**config.mk**
```make
export PLATFORM = sky130hd
export DESIGN_NAME = payload_overwrite_checksum_fix_core
export DESIGN_NICKNAME = d
export VERILOG_FILES = /design/src/rtl/pocf_pkg.sv /design/src/rtl/pocf_front.sv /design/src/rtl/pocf_fifo.sv /design/src/rtl/pocf_back.sv /design/src/rtl/payload_overwrite_checksum_fix_core.sv
export SDC_FILE = /design/constraint.sdc
export NUM_CORES = 1
export LEC_CHECK = 0
export BUFFER_PORTS_ARGS = -buffer_cell sky130_fd_sc_hd__buf_2
export CORE_ASPECT_RATIO = 1.5
export CORE_MARGIN = 2
export CORE_UTILIZATION = 62
export DETAILED_ROUTE_END_ITERATION = 8
export HOLD_SLACK_MARGIN = 0.06
export MAX_ROUTING_LAYER = met4
export PLACE_DENSITY = 0.83
export SKIP_CTS_REPAIR_TIMING = 1
export SLEW_MARGIN = 20
export SYNTH_ARGS = -nofsm -noshare
export SYNTH_HDL_FRONTEND = slang
export SYNTH_HIERARCHICAL = 1
export SYNTH_SLANG_ARGS = --single-unit
```
**constraint.sdc**
```tcl
create_clock -name aclk -period 4.4 [get_ports aclk]
set_input_delay 0.22 -clock aclk [delete_from_list [all_inputs] [get_ports aclk]]
set_output_delay 0.22 -clock aclk [all_outputs]
set_load 0.02 [all_outputs]
```
**src/rtl/pocf_pkg.sv**
```systemverilog
// Shared types and constants for the payload overwrite / checksum fix core.
// Depends on nothing; every other file of the block imports it.
package pocf_pkg;

    localparam int MESSAGE_BYTES    = 64;
    localparam int MAX_PACKET_BYTES = 2048;
    localparam int MSG_AW           = (MESSAGE_BYTES > 1) ? $clog2(MESSAGE_BYTES) : 1;
    localparam int POS_W            = $clog2(MAX_PACKET_BYTES);
    localparam int CFG_W            = 11;
    localparam int CMP_W            = ((POS_W > CFG_W) ? POS_W : CFG_W) + 1;
    localparam int SUM_W            = 32;
    localparam int QUEUE_DEPTH      = 2;
    localparam int QUEUE_AW         = $clog2(QUEUE_DEPTH);
    localparam int CFG_AW           = 2;

    localparam logic MAX_ODD = 1'(MAX_PACKET_BYTES % 2);

    localparam logic [CFG_W-1:0] OFFSET_RESET = 11'd48;
    localparam logic [CFG_W-1:0] CKPOS_RESET  = 11'd22;
    localparam logic [CFG_W-1:0] SPAN_RESET   = 11'd84;

    localparam logic [CFG_AW-1:0] REG_PAYLOAD_OFFSET    = 2'd0;
    localparam logic [CFG_AW-1:0] REG_CHECKSUM_POSITION = 2'd1;
    localparam logic [CFG_AW-1:0] REG_CHECKSUM_SPAN     = 2'd2;

    localparam logic ACT_LOAD   = 1'b0;
    localparam logic ACT_PACKET = 1'b1;

    localparam logic [7:0] CKSUM_FILL = 8'hFF;

    typedef struct packed {
        logic       action;
        logic [5:0] message_index;
        logic [7:0] byte_value;
        logic       packet_last;
    } pocf_in_t;

    typedef struct packed {
        logic [7:0]  out_byte;
        logic        out_last;
        logic [15:0] checksum_value;
        logic        overlong;
    } pocf_out_t;

    typedef struct packed {
        logic [CFG_W-1:0] payload_offset;
        logic [CFG_W-1:0] checksum_position;
        logic [CFG_W-1:0] checksum_span;
    } pocf_cfg_t;

    // One resolved packet byte, handed from the front to the back.
    typedef struct packed {
        logic [7:0] out_byte;
        logic       last;
        logic       over;
        logic       sum_en;
        logic       odd;
        logic       pad;
    } pocf_work_t;

endpackage

```
**src/rtl/pocf_front.sv**
```systemverilog
// Front end: accepts items, owns the message store and the byte position,
// and resolves each packet byte into a work item. Depends on pocf_pkg.
module pocf_front (
    input  logic                aclk,
    input  logic                aresetn,
    input  pocf_pkg::pocf_cfg_t cfg,
    input  logic                s_valid,
    output logic                s_ready,
    input  pocf_pkg::pocf_in_t  s_data,
    output logic                q_valid,
    input  logic                q_ready,
    output pocf_pkg::pocf_work_t q_data
);
    import pocf_pkg::*;

    typedef struct packed {
        logic [7:0] byte_value;
        logic       last;
        logic       over;
        logic       is_ck;
        logic       past_off;
        logic       in_store;
        logic       sum_en;
        logic       odd;
        logic       pad;
    } pocf_cls_t;

    logic [7:0]               store_reg [MESSAGE_BYTES];
    logic [MESSAGE_BYTES-1:0] store_vld_reg;
    logic [7:0]               rd_data_reg;
    logic                     rd_vld_reg;

    logic [POS_W-1:0] pos_reg, pos_next;
    logic             over_reg, over_next;
    logic             st_valid_reg, st_valid_next;
    pocf_cls_t        st_reg, st_next;

    logic [CMP_W-1:0] p_ext, p1, off_ext, ck_ext, span_ext, m_diff;
    logic             acc, pkt_acc, load_wr, at_end;
    logic [MSG_AW-1:0] wr_addr, rd_addr;

    assign s_ready = !st_valid_reg || q_ready;
    assign acc     = s_valid && s_ready;
    assign pkt_acc = acc && (s_data.action == ACT_PACKET);
    assign load_wr = acc && (s_data.action == ACT_LOAD)
                     && (32'(s_data.message_index) < MESSAGE_BYTES);

    assign p_ext    = CMP_W'(pos_reg);
    assign p1       = p_ext + CMP_W'(1);
    assign off_ext  = CMP_W'(cfg.payload_offset);
    assign ck_ext   = CMP_W'(cfg.checksum_position);
    assign span_ext = CMP_W'(cfg.checksum_span);
    assign m_diff   = p_ext - off_ext;
    assign at_end   = p1 >= CMP_W'(MAX_PACKET_BYTES);
    assign wr_addr  = MSG_AW'(s_data.message_index);
    assign rd_addr  = MSG_AW'(m_diff);

    always_comb begin
        st_next.byte_value = s_data.byte_value;
        st_next.last       = s_data.packet_last;
        st_next.over       = over_reg;
        st_next.is_ck      = (p_ext == ck_ext) || (p_ext == ck_ext + CMP_W'(1));
        st_next.past_off   = p_ext >= off_ext;
        st_next.in_store   = m_diff < CMP_W'(MESSAGE_BYTES);
        st_next.sum_en     = !over_reg && (p_ext < span_ext);
        st_next.odd        = pos_reg[0];
        // Parity of the number of covered bytes, min(span, packet length).
        if (over_reg) begin
            st_next.pad = (span_ext < CMP_W'(MAX_PACKET_BYTES)) ? cfg.checksum_span[0]
                                                                 : MAX_ODD;
        end else begin
            st_next.pad = (span_ext < p1) ? cfg.checksum_span[0] : !pos_reg[0];
        end
    end

    always_comb begin
        pos_next      = pos_reg;
        over_next     = over_reg;
        st_valid_next = st_valid_reg;
        if (st_valid_reg && q_ready) begin
            st_valid_next = 1'b0;
        end
        if (pkt_acc) begin
            st_valid_next = 1'b1;
            if (s_data.packet_last) begin
                pos_next  = '0;
                over_next = 1'b0;
            end else if (!over_reg) begin
                if (at_end) begin
                    over_next = 1'b1;
                end else begin
                    pos_next = p1[POS_W-1:0];
                end
            end
        end
    end

    always_ff @(posedge aclk) begin
        if (!aresetn) begin
            pos_reg       <= '0;
            over_reg      <= 1'b0;
            st_valid_reg  <= 1'b0;
            store_vld_reg <= '0;
        end else begin
            pos_reg      <= pos_next;
            over_reg     <= over_next;
            st_valid_reg <= st_valid_next;
            if (load_wr) begin
                store_vld_reg[wr_addr] <= 1'b1;
            end
        end
    end

    always_ff @(posedge aclk) begin
        if (load_wr) begin
            store_reg[wr_addr] <= s_data.byte_value;
        end
        if (pkt_acc) begin
            rd_data_reg <= store_reg[rd_addr];
            rd_vld_reg  <= store_vld_reg[rd_addr];
            st_reg      <= st_next;
        end
    end

    // The checksum field wins over the payload; overlong bytes are zero.
    always_comb begin
        q_data.last   = st_reg.last;
        q_data.over   = st_reg.over;
        q_data.sum_en = st_reg.sum_en;
        q_data.odd    = st_reg.odd;
        q_data.pad    = st_reg.pad;
        priority if (st_reg.over) begin
            q_data.out_byte = '0;
        end else if (st_reg.is_ck) begin
            q_data.out_byte = CKSUM_FILL;
        end else if (st_reg.past_off) begin
            q_data.out_byte = (st_reg.in_store && rd_vld_reg) ? rd_data_reg : 8'h00;
        end else begin
            q_data.out_byte = st_reg.byte_value;
        end
    end

    assign q_valid = st_valid_reg;

endmodule

```
**src/rtl/pocf_fifo.sv**
```systemverilog
// Short queue of resolved packet bytes between the front and the back end.
// Depends on pocf_pkg.
module pocf_fifo (
    input  logic                 aclk,
    input  logic                 aresetn,
    input  logic                 in_valid,
    output logic                 in_ready,
    input  pocf_pkg::pocf_work_t in_data,
    output logic                 out_valid,
    input  logic                 out_ready,
    output pocf_pkg::pocf_work_t out_data
);
    import pocf_pkg::*;

    pocf_work_t            entry_reg [QUEUE_DEPTH];
    logic [QUEUE_AW-1:0]   wr_ptr_reg, wr_ptr_next;
    logic [QUEUE_AW-1:0]   rd_ptr_reg, rd_ptr_next;
    logic [QUEUE_AW:0]     count_reg, count_next;
    logic                  push, pop;

    assign in_ready  = count_reg != (QUEUE_AW+1)'(QUEUE_DEPTH);
    assign out_valid = count_reg != '0;
    assign push      = in_valid && in_ready;
    assign pop       = out_valid && out_ready;
    assign out_data  = entry_reg[rd_ptr_reg];

    always_comb begin
        wr_ptr_next = push ? wr_ptr_reg + QUEUE_AW'(1) : wr_ptr_reg;
        rd_ptr_next = pop ? rd_ptr_reg + QUEUE_AW'(1) : rd_ptr_reg;
        count_next  = count_reg + (QUEUE_AW+1)'(push) - (QUEUE_AW+1)'(pop);
    end

    always_ff @(posedge aclk) begin
        if (!aresetn) begin
            wr_ptr_reg <= '0;
            rd_ptr_reg <= '0;
            count_reg  <= '0;
        end else begin
            wr_ptr_reg <= wr_ptr_next;
            rd_ptr_reg <= rd_ptr_next;
            count_reg  <= count_next;
        end
    end

    always_ff @(posedge aclk) begin
        if (push) begin
            entry_reg[wr_ptr_reg] <= in_data;
        end
    end

endmodule

```
**src/rtl/pocf_back.sv**
```systemverilog
// Back end: accumulates the 16-bit word sum, finishes the checksum on the
// last byte of a packet and holds the result register. Depends on pocf_pkg.
module pocf_back (
    input  logic                 aclk,
    input  logic                 aresetn,
    input  logic                 q_valid,
    output logic                 q_ready,
    input  pocf_pkg::pocf_work_t q_data,
    output logic                 m_valid,
    input  logic                 m_ready,
    output pocf_pkg::pocf_out_t  m_data
);
    import pocf_pkg::*;

    logic [SUM_W-1:0] sum_reg, sum_next;
    logic [7:0]       pend_reg, pend_next;
    logic             s1_valid_reg, s1_valid_next;
    logic [7:0]       s1_byte_reg;
    logic             s1_last_reg, s1_over_reg;
    logic [SUM_W-1:0] s1_total_reg;
    logic             out_valid_reg, out_valid_next;
    pocf_out_t        out_reg, out_next;

    logic             pop, s1_adv, add_word;
    logic [7:0]       pend_new;
    logic [SUM_W-1:0] addend, total;
    logic [16:0]      fold1;
    logic [15:0]      fold2;

    assign s1_adv  = !out_valid_reg || m_ready;
    assign q_ready = !s1_valid_reg || s1_adv;
    assign pop     = q_valid && q_ready;

    // A completed word and the padded odd byte never fall on the same item,
    // so one adder serves both.
    always_comb begin
        add_word = q_data.sum_en && q_data.odd;
        pend_new = (q_data.sum_en && !q_data.odd) ? q_data.out_byte : pend_reg;
        if (add_word) begin
            addend = SUM_W'({pend_reg, q_data.out_byte});
        end else if (q_data.last && q_data.pad) begin
            addend = SUM_W'({pend_new, 8'h00});
        end else begin
            addend = '0;
        end
        total = sum_reg + addend;
    end

    always_comb begin
        sum_next      = sum_reg;
        pend_next     = pend_reg;
        s1_valid_next = s1_valid_reg;
        if (s1_valid_reg && s1_adv) begin
            s1_valid_next = 1'b0;
        end
        if (pop) begin
            s1_valid_next = 1'b1;
            if (q_data.last) begin
                sum_next  = '0;
                pend_next = '0;
            end else begin
                sum_next  = total;
                pend_next = pend_new;
            end
        end
    end

    // End-around carry fold and inversion of the finished sum.
    always_comb begin
        fold1 = 17'(s1_total_reg[SUM_W-1:16]) + 17'(s1_total_reg[15:0]);
        fold2 = fold1[15:0] + 16'(fold1[16]);
        out_next.out_byte       = s1_byte_reg;
        out_next.out_last       = s1_last_reg;
        out_next.overlong       = s1_over_reg;
        out_next.checksum_value = s1_last_reg ? ~fold2 : 16'h0000;
        out_valid_next = out_valid_reg;
        if (out_valid_reg && m_ready) begin
            out_valid_next = 1'b0;
        end
        if (s1_valid_reg && s1_adv) begin
            out_valid_next = 1'b1;
        end
    end

    always_ff @(posedge aclk) begin
        if (!aresetn) begin
            sum_reg       <= '0;
            pend_reg      <= '0;
            s1_valid_reg  <= 1'b0;
            out_valid_reg <= 1'b0;
        end else begin
            sum_reg       <= sum_next;
            pend_reg      <= pend_next;
            s1_valid_reg  <= s1_valid_next;
            out_valid_reg <= out_valid_next;
        end
    end

    always_ff @(posedge aclk) begin
        if (pop) begin
            s1_byte_reg  <= q_data.out_byte;
            s1_last_reg  <= q_data.last;
            s1_over_reg  <= q_data.over;
            s1_total_reg <= total;
        end
        if (s1_valid_reg && s1_adv) begin
            out_reg <= out_next;
        end
    end

    assign m_valid = out_valid_reg;
    assign m_data  = out_reg;

endmodule

```
**src/rtl/payload_overwrite_checksum_fix_core.sv**
```systemverilog
// Top level of the payload overwrite / checksum fix core: configuration
// registers, front end, queue and back end. Depends on pocf_pkg and pocf_*.
//
// The core rewrites streamed packet bytes, one item per cycle unless stalled.
// Load items (action 0) write one byte of the 64-byte message store and give
// no result; packet items (action 1) give exactly one result item each. From
// payload_offset on, each byte is replaced by the message byte at its distance
// from the offset (zero past the end of the store, and zero for a store entry
// never loaded since reset), and the two bytes at checksum_position are sent
// as 0xFF. The Internet checksum over the first min(checksum_span, length)
// rewritten bytes is delivered on the last result of the packet; other results
// carry zero there. Bytes past 2048 in one packet are sent as zero with
// overlong set. Both channels sustain one item per cycle when not stalled.
// A packet item's result passes four register stages: the front classify
// stage with the registered store read, the queue, the accumulate stage and
// the output register. A load takes effect at the edge that accepts it. Load
// and packet items share the input, so a load takes an input slot that a
// packet item could have used. The configuration channel is always ready;
// write it only while no item is in flight.
module payload_overwrite_checksum_fix_core (
    input  logic                        aclk,
    input  logic                        aresetn,
    input  logic                        s_valid,
    output logic                        s_ready,
    input  pocf_pkg::pocf_in_t          s_data,
    output logic                        m_valid,
    input  logic                        m_ready,
    output pocf_pkg::pocf_out_t         m_data,
    input  logic                        cfg_valid,
    output logic                        cfg_ready,
    input  logic [pocf_pkg::CFG_AW-1:0] cfg_index,
    input  logic [pocf_pkg::CFG_W-1:0]  cfg_data
);
    import pocf_pkg::*;

    pocf_cfg_t  cfg_reg, cfg_next;
    logic       fq_valid, fq_ready;
    pocf_work_t fq_data;
    logic       qb_valid, qb_ready;
    pocf_work_t qb_data;

    assign cfg_ready = 1'b1;

    // Writes to an index beyond the register list are accepted and dropped.
    always_comb begin
        cfg_next = cfg_reg;
        if (cfg_valid && cfg_ready) begin
            unique case (cfg_index)
                REG_PAYLOAD_OFFSET:    cfg_next.payload_offset    = cfg_data;
                REG_CHECKSUM_POSITION: cfg_next.checksum_position = cfg_data;
                REG_CHECKSUM_SPAN:     cfg_next.checksum_span     = cfg_data;
                default:               cfg_next = cfg_reg;
            endcase
        end
    end

    always_ff @(posedge aclk) begin
        if (!aresetn) begin
            cfg_reg.payload_offset    <= OFFSET_RESET;
            cfg_reg.checksum_position <= CKPOS_RESET;
            cfg_reg.checksum_span     <= SPAN_RESET;
        end else begin
            cfg_reg <= cfg_next;
        end
    end

    pocf_front u_front (
        .aclk    (aclk),
        .aresetn (aresetn),
        .cfg     (cfg_reg),
        .s_valid (s_valid),
        .s_ready (s_ready),
        .s_data  (s_data),
        .q_valid (fq_valid),
        .q_ready (fq_ready),
        .q_data  (fq_data)
    );

    pocf_fifo u_fifo (
        .aclk      (aclk),
        .aresetn   (aresetn),
        .in_valid  (fq_valid),
        .in_ready  (fq_ready),
        .in_data   (fq_data),
        .out_valid (qb_valid),
        .out_ready (qb_ready),
        .out_data  (qb_data)
    );

    pocf_back u_back (
        .aclk    (aclk),
        .aresetn (aresetn),
        .q_valid (qb_valid),
        .q_ready (qb_ready),
        .q_data  (qb_data),
        .m_valid (m_valid),
        .m_ready (m_ready),
        .m_data  (m_data)
    );

    // An overlong byte is never taken from the packet or the message store.
    a_overlong_zero: assert property (@(posedge aclk) disable iff (!aresetn)
        m_valid && m_data.overlong |-> m_data.out_byte == 8'h00)
        else $error("overlong result carries a nonzero byte");

    // Only the last byte of a packet carries a checksum.
    a_cksum_on_last: assert property (@(posedge aclk) disable iff (!aresetn)
        m_valid && !m_data.out_last |-> m_data.checksum_value == 16'h0000)
        else $error("checksum present on a byte that is not the last");

    // A result held for a stalled consumer does not change under it.
    a_out_hold: assert property (@(posedge aclk) disable iff (!aresetn)
        m_valid && !m_ready |=> m_valid && $stable(m_data))
        else $error("result changed while stalled");

endmodule

```
=== Yosys cells after proc, flatten, opt, wreduce, memory -nomap -nowiden ===
Memories as Yosys holds them, arrays and structs flattened. A register that Yosys moved wholly into a read port is not among the register bits.
Cells that the tools add are included.

* Bits of input ports: 34
* Memory bits (read-only): 0
* Register bits after elaboration: 241
* Bits in writable memories: 538
* Memories kept: 2
* Bits in latches: 0
* Output and inout port bits: 29
* Word-level logic and storage cells: 129

{| class="wikitable"
|+ Memories
! name !! depth !! width !! rd ports !! clocked after Yosys merged registers in !! write ports !! line !! RTL
|-
| u_front.store_reg || 64 || 8 || 1 || 1 || 1 || pocf_front.sv:28 || <nowiki>logic [7:0] store_reg [MESSAGE_BYTES];</nowiki>
|-
| u_fifo.entry_reg || 2 || 13 || 1 || 1 || 1 || pocf_fifo.sv:15 || <nowiki>pocf_work_t entry_reg [QUEUE_DEPTH];</nowiki>
|}

* Order comparisons: 9
* Reduce and logical (&&, ||, !) cells: 32
* $add $sub $neg: 10
* Divide/modulo/power cells: 0
* Shift-type cells: 0
* Eq/ne operators: 7
* Bitwise gates (word level): 3
* Multipliers: 0
* Mux-type cells: 34

{| class="wikitable"
|+ Operators by type and width
! kind !! count
|-
| two-way mux 32 bit || 2
|-
| bitwise OR 64 bit || 1
|-
| two-way mux 8 bit || 6
|-
| two-way mux 11 bit || 3
|-
| adder 32 bit || 1
|-
| adder 11 x 1 -> 12 bit (second input constant) || 2
|-
| two-way mux 1 bit || 20
|-
| adder 16 x 16 -> 17 bit || 1
|-
| adder 16 x 1 -> 16 bit || 1
|-
| two-way mux 16 bit || 1
|-
| inverter 16 bit || 1
|-
| < comparator 6 x 7 -> 1 bit (second input constant) || 2
|-
| logical AND 1 bit || 13
|-
| == test 11 x 12 -> 1 bit || 1
|-
| greater-or-equal comparator 12 bit (second input constant) || 1
|-
| < comparator 11 x 12 -> 1 bit || 1
|-
| < comparator 11 x 12 -> 1 bit (second input constant) || 1
|-
| < comparator 12 x 7 -> 1 bit (second input constant) || 1
|-
| subtractor 11 x 11 -> 12 bit || 1
|-
| == test 11 bit || 1
|-
| greater-or-equal comparator 11 bit || 1
|-
| < comparator 11 bit || 1
|-
| nonzero test 2 bit || 4
|-
| binary-select mux 1 bit (select 6 bit) || 1
|-
| 14 further kinds || 27
|}

=== Longest topological paths before layout ===
Gate-level depths: netlist of run 1.

* Depth in word-level cells: 7
* Depth in mapped cells: 20
* Gate-level depth less buffers: 20

=== Hierarchy ===
The synthesis of run 1 kept the hierarchy.

{| class="wikitable"
|+ Modules (own cells, without submodules)
! module !! cells an instance !! instances !! area an instance (um^2) !! seq. area each (um^2)
|-
| pocf_front || 1279 || 1 || 24923.9 || 17666.9
|-
| pocf_back || 584 || 1 || 6034.5 || 2882.8
|-
| payload_overwrite_checksum_fix_core || 127 || 1 || 1292.5 || 660.6
|-
| pocf_fifo || 69 || 1 || 1197.4 || 880.8
|}

=== Worst setup path before layout of run 1 ===
No wires, ideal clock.

* Path kind: flip-flop to flip-flop
* Start: register u_front.pos_reg[0]
* End: register u_front.rd_data_reg[0] (read register of u_front.store_reg), data pin
* Cell stages (with the launch flop): 11
* Arrival time: 3.377 ns
* Library setup time: 0.272 ns
* Data required time: 4.128 ns
* Path slack: 0.751 ns
* Buffers on the path: 4
* Clock period less this slack: 3.649 ns
* Cells stage by stage: dfxtp_1 > clkbuf_1 > inv_1 > ha_1 > fa_1 > clkbuf_1 > buf_2 > clkbuf_1 > mux4_2 > mux4_2 > mux4_2

* Word-level cells in the longest chain between the ends: 1

{| class="wikitable"
|+ RTL lines
! what !! line !! RTL
|-
| start: declaration || pocf_front.sv:33 || <nowiki>logic [POS_W-1:0] pos_reg, pos_next;</nowiki>
|-
| start signal: assignment || pocf_front.sv:105 || <nowiki>pos_reg <= pos_next;</nowiki>
|-
| subtractor 11 x 11 -> 12 bit || pocf_front.sv:53 || <nowiki>assign m_diff = p_ext - off_ext;</nowiki>
|-
| end: declaration || pocf_front.sv:30 || <nowiki>logic [7:0] rd_data_reg;</nowiki>
|}

Every way passes these cells.
A chain may end at the register's enable or synchronous reset.

=== Worst setup path after layout of run 1 ===
* Start: register u_back.s1_total_reg[0]
* End: register u_back.out_reg (netlist bit u_back/m_data[15]), data pin

* Word-level cells in the longest chain between the ends: 3

{| class="wikitable"
|+ RTL lines
! what !! line !! RTL
|-
| start: declaration || pocf_back.sv:20 || <nowiki>logic [SUM_W-1:0] s1_total_reg;</nowiki>
|-
| start signal: assignment || pocf_back.sv:104 || <nowiki>s1_total_reg <= total;</nowiki>
|-
| adder 16 x 16 -> 17 bit || pocf_back.sv:70 || <nowiki>fold1 = 17'(s1_total_reg[SUM_W-1:16]) + 17'(s1_total_reg[15:0]);</nowiki>
|-
| adder 16 x 1 -> 16 bit || pocf_back.sv:71 || <nowiki>fold2 = fold1[15:0] + 16'(fold1[16]);</nowiki>
|-
| inverter 16 bit || pocf_back.sv:75 || <nowiki>out_next.checksum_value = s1_last_reg ? ~fold2 : 16'h0000;</nowiki>
|-
| end signal: assignment || pocf_back.sv:107 || <nowiki>out_reg <= out_next;</nowiki>
|-
| end: declaration || pocf_back.sv:22 || <nowiki>pocf_out_t out_reg, out_next;</nowiki>
|}

Every way passes these cells.

==> results by group, run 1 <==
Timing
  – Tcrit/Tclk final: 92.8%
  – Setup TNS: 0 ps
  – Period minus WS final: 4080 ps
  – Worst Clk Skew: 22.6 ps
  – Final hold violation count: 0
  – Achievable frequency: 245 MHz
  – Setup-failing EPs final: 0
  – Final Max Slew Viols: 0
  – Slew Limit Headroom: 30.1%
  – Actual slew at the worst max-slew pin: 1040 ps

Synth
  – Post-synth net total: 2162
  – Synthesized flop and latch total: 788
  – Post-Syn Instances: 2059
  – Async S/R FF share, synth: 0%
  – Synth Cell Area: 33400 sq um
  – Synth area leader: edfxtp_1
  – Sequential fraction of the synthesis area: 66.0%
  – Ys Warns: 6
  – EDFF count, synth: 631
  – Top post-synthesis cells by area: edfxtp_1 (57%), mux4_2 (13%), dfxtp_1 (9.4%), ha_1 (2.5%), nor2_1 (1.6%)
  – Synth top area share: 56.6%
  – Synth Flop Type: edfxtp_1
  – Avg Cell Area, Syn: 16.2 sq um
  – Cell variety after synth: 87

Floorplan
  – Die width: 194 um
  – Core Footprint: 53500 sq um
  – Top Ports: 63
  – Initial core utilization: 62.5%
  – Die height: 288 um
  – Num rows: 104
  – Die ar.: 55900 sq um

Pwr
  – Flop pwr share: 47.5%
  – VDD IR max: 0.484 mV
  – Sw Pwr: 0.00498 W
  – Sw Ratio: 27.2%
  – Leak: 13.1 nW
  – Pint: 0.0133 W
  – Power Density: 489 nW/um^2
  – Comb pwr share: 18.7%
  – Clock Power Share: 33.8%

Final layout
  – Most common cell after layout, fill and taps aside: edfxtp_1
  – Diodes inserted: 0
  – P&R area growth vs syn: 11.9%
  – Nets: 2304
  – Layout cells sized above 1: 21.2%
  – Final instance area: 37400 sq um
  – Largest register FFs: 512
  – Commonest non-fill, non-tap cells in the layout: edfxtp_1 (631), mux4_2 (189), dfxtp_1 (157)

Clock network
  – CTS max path bufs: 3
  – Clock transition at path regs: 60 ps
  – Clock latency on the worst-skew pair: 600 ps
  – CTS tree: built
  – CTS Buf Count: 70
  – Num Clock Sinks: 788
  – CTS Root Cell: clkbuf_16
  – H-tree levels: 3

Route
  – ANT nets after route: 0
  – Post-route DRC: 0
  – DRT Pass-1 Iters: 5
  – Wirelength per Cell: 26.0 um
  – Routed wire length: 76600 um
  – Via density: 6.55
  – Vias post-DR: 19304
  – Iter 0 DRT Violations: 1932

Setup path
  – CP max FO: 4
  – Arrival @ worst endpoint: 4400 ps
  – Startpoint Class: flip-flop
  – CP Data Required Time: 4720 ps
  – Setup Crit Path Kind: flip-flop to flip-flop
  – Worst Setup End Kind: flip-flop

GRT
  – GRT overflow: 0
  – Vias in the first global route: 19833
  – Total GRT Usage: 28.5%
  – Largest net degree at the start of global routing: 72
  – First-pass GRT wire length: 117000 um
  – Initial antenna violation count: 0

Placed design
  – HPWL after detailed placement: 49000 um
  – I/O Buffers: 61
  – Placed cell areas: 34900 sq um
  – Gpl congestion: 0.902

Run
  – Max cap viols: 0

Status
  – Outcome: finished clean

Min path
  – Worst min path class: input pin to flip-flop
critical path, stage by stage, from the launching register on:
cell	delay, ps
edfxtp_1	330
ha_1	200
inv_1	80
fa_1	440
nor2b_4	140
o31a_1	160
o21a_2	200
o41ai_4	110
o21bai_1	140
a21oi_1	80
o21bai_1	130
a21o_1	160
ha_1	170
ha_1	160
nand2_1	110
nor3_4	190
nand4_1	180
nor2_2	220
nand3_1	140
nor4_1	400
nor3_1	90
synthesized netlist by cell type, types with 9 or more instances:
master / number
nand2_1: 96
nor2_1: 142
o21a_1: 69
nand3_1: 37
nand4_1: 9
a22o_1: 13
dfxtp_1: 157
ha_1: 66
xnor2_1: 41
a21o_1: 26
and2_1: 13
edfxtp_1: 631
o21ai_0: 22
a221oi_1: 9
nand2b_1: 13
nor3_1: 14
a22oi_1: 19
a31oi_1: 11
clkbuf_1: 52
o21ai_1: 20
buf_2: 21
inv_1: 56
o21bai_1: 11
mux4_2: 189
a21oi_1: 46
and3_1: 24
xor2_1: 33
nor2b_1: 21
o211ai_1: 12
mux2i_1: 34
mux2_2: 13
metrics by stage:
stage               hold WS (ps)  utilization [%]  setup WS (ps)  total power (W)  cells
floorplan                    319                -            751           0.0112   2059
global placement             405             65.2            368           0.0120   2797
detailed placement           405             65.2            161           0.0122   2797
CTS                         -158             69.5            148           0.0183   2924
global route                 192             70.0          -27.6           0.0190   2945
finish                       169             70.0            318           0.0183   2945
cells by family (layout without fill, tap and decap cells):
family                     count (synthesis)  after routing  share of synthesized area (%)
DFF                                      788            788                           66.0
and+or+nand+nor                          421            421                           6.16
AOI/OAI and AO/OA                        316            316                           6.76
muxes                                    237            237                           14.2
buffers and inverters                    148            345                           2.01
xor gates and xnor gates                  77             77                           2.08
adders and majority gates                 71             71                           2.71
other                                      1              1                         0.0112
layout make-up:
type                       count  area [sq um]
sequential                   788         22100
fill                        3234         16100
multi-input combinational   1123         10700
clock buffer                  97          1950
timing repair buffer         161          1200
tap                          689           862
clock inverter                30           358
inverter                      57           214
metal layers:
metal,share of wire [%],routed length (um),track usage (%),up-vias
li1,-,-,-,8391
met1,34,26400,31.4,9809
met2,55,41900,50.9,879
met3,5.7,4370,3.74,225
met4,5.2,3960,14.7,0
met5,0,0,-,-
final timing paths:
check / slack (ps) / end / from / cells past startpoint
min: 170 / u_front/store_reg[61][1] / s_data[2] / 1
max reg2reg: 320 / u_back/m_data[15] / u_back/s1_total_reg[0] / 20
min reg2reg: 420 / u_back/m_data[22] / u_back/s1_byte_reg[4] / 0
max: 320 / u_back/m_data[15] / u_back/s1_total_reg[0] / 20
power groups by stage:
stage / clock [W] / sequential (W) / combinational, W
2_1_floorplan: 0 / 0.00891 / 0.00228
3_3_place_gp: 0 / 0.00883 / 0.00321
3_5_place_dp: 0 / 0.00886 / 0.00333
4_1_cts: 0.00628 / 0.00870 / 0.00336
5_1_grt: 0.00654 / 0.00872 / 0.00370
6_report: 0.00618 / 0.00869 / 0.00343
Power figures use the tool's default switching activity.
==> inputs of run 2 (changes only) <==
Settings changed: REMOVE_ABC_BUFFERS from default to 1.
==> run 2 against run 1 <==
  * Hold slack worse by 130 ps
  * Flip-flop and latch count stayed put
  * Via count is 1.5% lower
  * Total power is 0.66% lower
  * Die area stayed put
  * Cell area is 0.62% lower
  * Largest cell class unchanged
  * Clock skew is 1.9 ps lower
  * Fmax hardly changed
==> results by group, run 2 (synthesized netlist as in run 1, its figures left out) <==
Min path
  – Worst min path class: input pin to flip-flop

GRT
  – Initial antenna violation count: 0
  – Total GRT Usage: 28.2%
  – First-pass GRT wire length: 115000 um
  – Vias in the first global route: 19540
  – Largest net degree at the start of global routing: 71
  – GRT overflow: 0

Floorplan
  – Initial core utilization: 62.5%
  – Die ar.: 55900 sq um
  – Die height: 288 um
  – Core Footprint: 53500 sq um
  – Top Ports: 63
  – Die width: 194 um
  – Num rows: 104

Pwr
  – Power Density: 489 nW/um^2
  – VDD IR max: 0.497 mV
  – Leak: 12.9 nW

Clock network
  – H-tree levels: 3
  – CTS Root Cell: clkbuf_16
  – Clock latency on the worst-skew pair: 630 ps
  – Clock transition at path regs: 60 ps
  – CTS tree: built
  – CTS Buf Count: 70
  – CTS max path bufs: 3
  – Num Clock Sinks: 788

Setup path
  – Arrival @ worst endpoint: 4540 ps
  – Top cell by count, worst path: ha_1
  – Crit path largest cell delay: 430 ps
  – Startpoint Class: flip-flop
  – Worst path cell trace: ha_1 > inv_1 > fa_1 > nor2b_4 > o31a_1 > o21a_2 > o41ai_4 > o21bai_1 > a21oi_1 > o21bai_1 > a21o_1 > ha_1 > ha_1 > nand2_1 > nor3_4 > nand4_1 > nor2_4 > nand3_1 > o31a_1 > nor3_1
  – Slowest CP cell: fa_1
  – Worst path top cell family by delay: compound AO/OA/AOI/OAI gates
  – Setup Crit Path Kind: flip-flop to flip-flop
  – CP max FO: 4
  – CP Data Required Time: 4860 ps
  – CP bufs+invs: 1
  – Worst Setup End Kind: flip-flop

Timing
  – Final Max Slew Viols: 0
  – Slew Limit Headroom: 30.1%
  – Unrepaired setup endpoints after global routing: false
  – Setup-failing EPs final: 0
  – Achievable frequency: 245 MHz
  – Actual slew at the worst max-slew pin: 1040 ps
  – Tcrit/Tclk final: 92.8%
  – Period minus WS final: 4080 ps
  – Setup TNS: 0 ps
  – Final WS setup: 318 ps
  – Worst Clk Skew: 20.7 ps
  – Final hold violation count: 0

Final layout
  – Layout cells sized above 1: 19.7%
  – Final instance area: 37200 sq um
  – Nets: 2278
  – Largest register FFs: 512
  – P&R area growth vs syn: 11.2%
  – Commonest non-fill, non-tap cells in the layout: edfxtp_1 (631), mux4_2 (189), dfxtp_1 (157)
  – Most common cell after layout, fill and taps aside: edfxtp_1

Route
  – Wirelength per Cell: 25.8 um
  – DRT Pass-1 Iters: 8
  – Iter 0 DRT Violations: 1972
  – Vias post-DR: 19009
  – Via density: 6.50
  – Routed wire length: 75400 um
  – Post-route DRC: 0
  – ANT nets after route: 0

Placed design
  – Setup WS pre-CTS: 154 ps
  – Placed cell areas: 34700 sq um
  – I/O Buffers: 61
  – Gpl congestion: 0.923
  – HPWL after detailed placement: 48200 um

Run
  – Max cap viols: 0

Status
  – Outcome: finished clean
[run 2: cell count changes in the layout (fill, tap and decap cells not counted), moves of 2 or more]
| cell | previous run | this run |
|---|---|---|
| nor2_2 | 2 | 0 |
| clkinv_2 | 13 | 7 |
| clkbuf_1 | 18 | 22 |
| buf_2 | 52 | 56 |
| buf_4 | 85 | 53 |
| clkinv_4 | 0 | 2 |
| inv_6 | 2 | 4 |
| buf_12 | 6 | 8 |
| clkinv_1 | 6 | 15 |
| clkbuf_8 | 7 | 3 |
[run 2: through the flow]
stage / utilization [%] / std cells / total power, W / hold slack [ps]
5_1_grt: 69.5 / 2922 / 0.0188 / 83.2
6_report: 69.5 / 2923 / 0.0182 / 39.9
2_1_floorplan: - / 1968 / 0.0112 / 309
4_1_cts: 69.1 / 2903 / 0.0182 / -187
3_3_place_gp: 64.9 / 2773 / 0.0121 / 404
3_5_place_dp: 64.9 / 2773 / 0.0122 / 408
[run 2: final timing paths]
| kind | depth (start not counted) | endpoint | slack (ps) | start |
|---|---|---|---|---|
| hold reg to reg | 0 | u_back/m_data[23] | 420 | u_back/s1_byte_reg[5] |
| hold / removal | 3 | u_front/q_valid | 40 | s_data[15] |
| setup / recovery | 20 | u_back/m_data[15] | 320 | u_back/s1_total_reg[16] |
| setup reg to reg | 20 | u_back/m_data[15] | 320 | u_back/s1_total_reg[16] |
[run 2: report_power, final]
group	internal [W]	leakage (nW)	switching, W
clock network	0.00339	1.10	0.00267
logic	0.00129	4.80	0.00215
registers	0.00853	7.00	0.000137
[run 2: area by class of cell]
| cell class | count | area [sq um] |
|---|---|---|
| antenna | 1 | 2.50 |
| clock buffer | 95 | 1880 |
| clock inverter | 35 | 373 |
| fill | 3276 | 16300 |
| inverter | 57 | 214 |
| multi-input combinational | 1123 | 10700 |
| sequential | 788 | 22100 |
| tap | 689 | 862 |
| timing repair buffer | 135 | 1020 |
[run 2: routing by layer]
layer / wire length (um) / vias to the layer above / GRT usage (%)
met5: 0 / - / -
met4: 2880 / 0 / 11.7
met3: 4470 / 149 / 3.63
met1: 26500 / 9656 / 31.4
li1: - / 8335 / -
met2: 41500 / 869 / 51.3
[run 2: worst register-to-register path, stage by stage, from the launching register on]
cell and delay [ps]:
edfxtp_1 330, ha_1 200, inv_1 70, fa_1 430
nor2b_4 140, o31a_1 170, o21a_2 200, o41ai_4 110
o21bai_1 140, a21oi_1 80, o21bai_1 130, a21o_1 160
ha_1 170, ha_1 160, nand2_1 110, nor3_4 240
nand4_1 220, nor2_4 190, nand3_1 150, o31a_1 350
nor3_1 160
==> inputs of run 3 (changes only) <==
Settings changed: CORE_UTILIZATION 62 to 48, PLACE_DENSITY 0.83 to default.
==> run 3 against run 2 <==
  * Via count shrank 3.5%
  * Flip-flop and latch count is the same
  * Combinational power shrank 2%
  * Total power grew 2.7%
  * Critical endpoint unchanged
==> results by group, run 3 (synthesized netlist as in run 1, its figures left out) <==
Status
  – Outcome: finished clean

Setup path
  – CP Data Required Time: 4850 ps
  – R2R depth: 20
  – Arrival @ worst endpoint: 4560 ps
  – Reg-to-Reg Start: u_back/s1_total_reg[0]
  – Worst Setup End Kind: flip-flop
  – R2R Path End: u_back/m_data[15]
  – CP Capture Point: u_back/m_data[15]
  – CP max FO: 4
  – Startpoint Class: flip-flop
  – Setup Crit Path Kind: flip-flop to flip-flop
  – Worst R2R Setup Slack: 300 ps
  – CP startpoint: u_back/s1_total_reg[0]

Floorplan
  – Core Footprint: 68900 sq um
  – Die width: 220 um
  – Die height: 327 um
  – Num rows: 118
  – Initial core utilization: 48.5%
  – Top Ports: 63
  – Die ar.: 71900 sq um

Clock network
  – CTS max path bufs: 3
  – CTS tree: built
  – CTS Buf Count: 75
  – Num Clock Sinks: 788
  – Clock latency on the worst-skew pair: 650 ps
  – H-tree levels: 3
  – Clock transition at path regs: 60 ps
  – CTS Root Cell: clkbuf_16

GRT
  – Vias in the first global route: 19041
  – Largest net degree at the start of global routing: 66
  – First-pass GRT wire length: 115000 um
  – Initial antenna violation count: 0
  – GRT overflow: 0
  – Total GRT Usage: 22.1%

Route
  – DRT Pass-1 Iters: 8
  – Post-route DRC: 0
  – Iter 0 DRT Violations: 1316
  – Vias post-DR: 18353
  – Routed wire length: 75300 um
  – ANT nets after route: 0
  – Via density: 5.76
  – Wirelength per Cell: 23.6 um

Pwr
  – Power Density: 491 nW/um^2
  – VDD IR max: 0.555 mV
  – Comb pwr share: 18.2%
  – Leak: 13.3 nW
  – Pint: 0.0136 W
  – Overall power: 0.0187 W
  – Clock Power Share: 35.4%
  – Sw Pwr: 0.00503 W
  – Flop pwr share: 46.4%
  – Sw Ratio: 26.9%

Run
  – Max cap viols: 0

Timing
  – Final Max Slew Viols: 0
  – Unrepaired setup endpoints after global routing: false
  – Worst Clk Skew: 24.0 ps
  – Slew Limit Headroom: 41.3%
  – Achievable frequency: 244 MHz
  – Setup-failing EPs final: 0
  – Tcrit/Tclk final: 93.3%
  – Period minus WS final: 4100 ps
  – Final hold violation count: 0
  – Actual slew at the worst max-slew pin: 875 ps

Min path
  – Worst min path class: input pin to flip-flop

Final layout
  – Nets: 2328
  – Largest register FFs: 512
  – Layout fillers: 5440
  – Final instance area: 38100 sq um
  – P&R area growth vs syn: 13.8%
  – Most common cell after layout, fill and taps aside: edfxtp_1
  – Layout cells sized above 1: 22.1%
  – Diodes inserted: 0
  – Commonest non-fill, non-tap cells in the layout: edfxtp_1 (631), mux4_2 (189), dfxtp_1 (157)

Placed design
  – HPWL after detailed placement: 50200 um
  – Gpl congestion: 0.852
  – I/O Buffers: 61
  – Placed cell areas: 35300 sq um
## run 3: how the worst min path moves through the flow
stage / startpoint / end / cells past startpoint
3_3_place_gp: u_back/s1_byte_reg[3] / u_back/m_data[21] / 0
6_report: s_valid / u_front/q_valid / 3
3_5_place_dp: u_back/s1_byte_reg[7] / u_back/m_data[25] / 0
2_1_floorplan: aresetn / cfg_reg[12] / 1
5_1_grt: s_valid / u_front/q_valid / 3
4_1_cts: s_data[0] / u_front/q_data[4] / 1
## run 3: metal layers
layer / vias up / wire length [um] / global-route usage, %
met5: - / 0 / -
met4: 0 / 1860 / 6.58
met3: 114 / 2710 / 2.32
met2: 415 / 41100 / 39.7
met1: 9394 / 29600 / 26.2
li1: 8430 / - / -
## run 3: cell type report
cell class	instances	area, sq um	share of cell area [%]
clock buffer	111	2130	5.60
multi-input combinational	1123	10700	28.2
inverter	57	214	0.562
timing repair buffer	180	1340	3.53
clock inverter	29	409	1.08
tap	900	1130	2.96
sequential	788	22100	58.1
## run 3: power groups by stage
| stage | registers [W] | clock network [W] | logic (W) |
|---|---|---|---|
| finish | 0.00867 | 0.00661 | 0.00339 |
| CTS | 0.00868 | 0.00676 | 0.00341 |
| floorplan | 0.00892 | 0 | 0.00228 |
| detailed placement | 0.00884 | 0 | 0.00339 |
| global placement | 0.00883 | 0 | 0.00335 |
| global route | 0.00870 | 0.00701 | 0.00370 |
## run 3: worst max-delay path, cell delays in order (launching register included)
cell,delay (ps)
edfxtp_1,330
ha_1,200
inv_1,70
fa_1,430
nor2b_4,140
o31a_1,160
o21a_2,200
o41ai_4,110
o21bai_1,160
a21oi_1,90
o21bai_1,130
a21o_1,140
ha_1,160
ha_1,160
nand2_1,80
nor3_2,280
nand4_1,190
nor2_2,210
nand3_1,150
o31a_1,350
nor3_1,190
## run 3: metrics by stage
step	util, %	instances	hold WS, ps	setup TNS (ps)	setup slack, ps
2_1_floorplan	-	1968	309	-32690	-3390
3_3_place_gp	51.2	3031	408	0	386
3_5_place_dp	51.2	3031	409	0	245
4_1_cts	54.9	3171	-204	0	194
5_1_grt	55.2	3188	87.4	0	56.2
6_report	55.2	3188	33.3	0	296
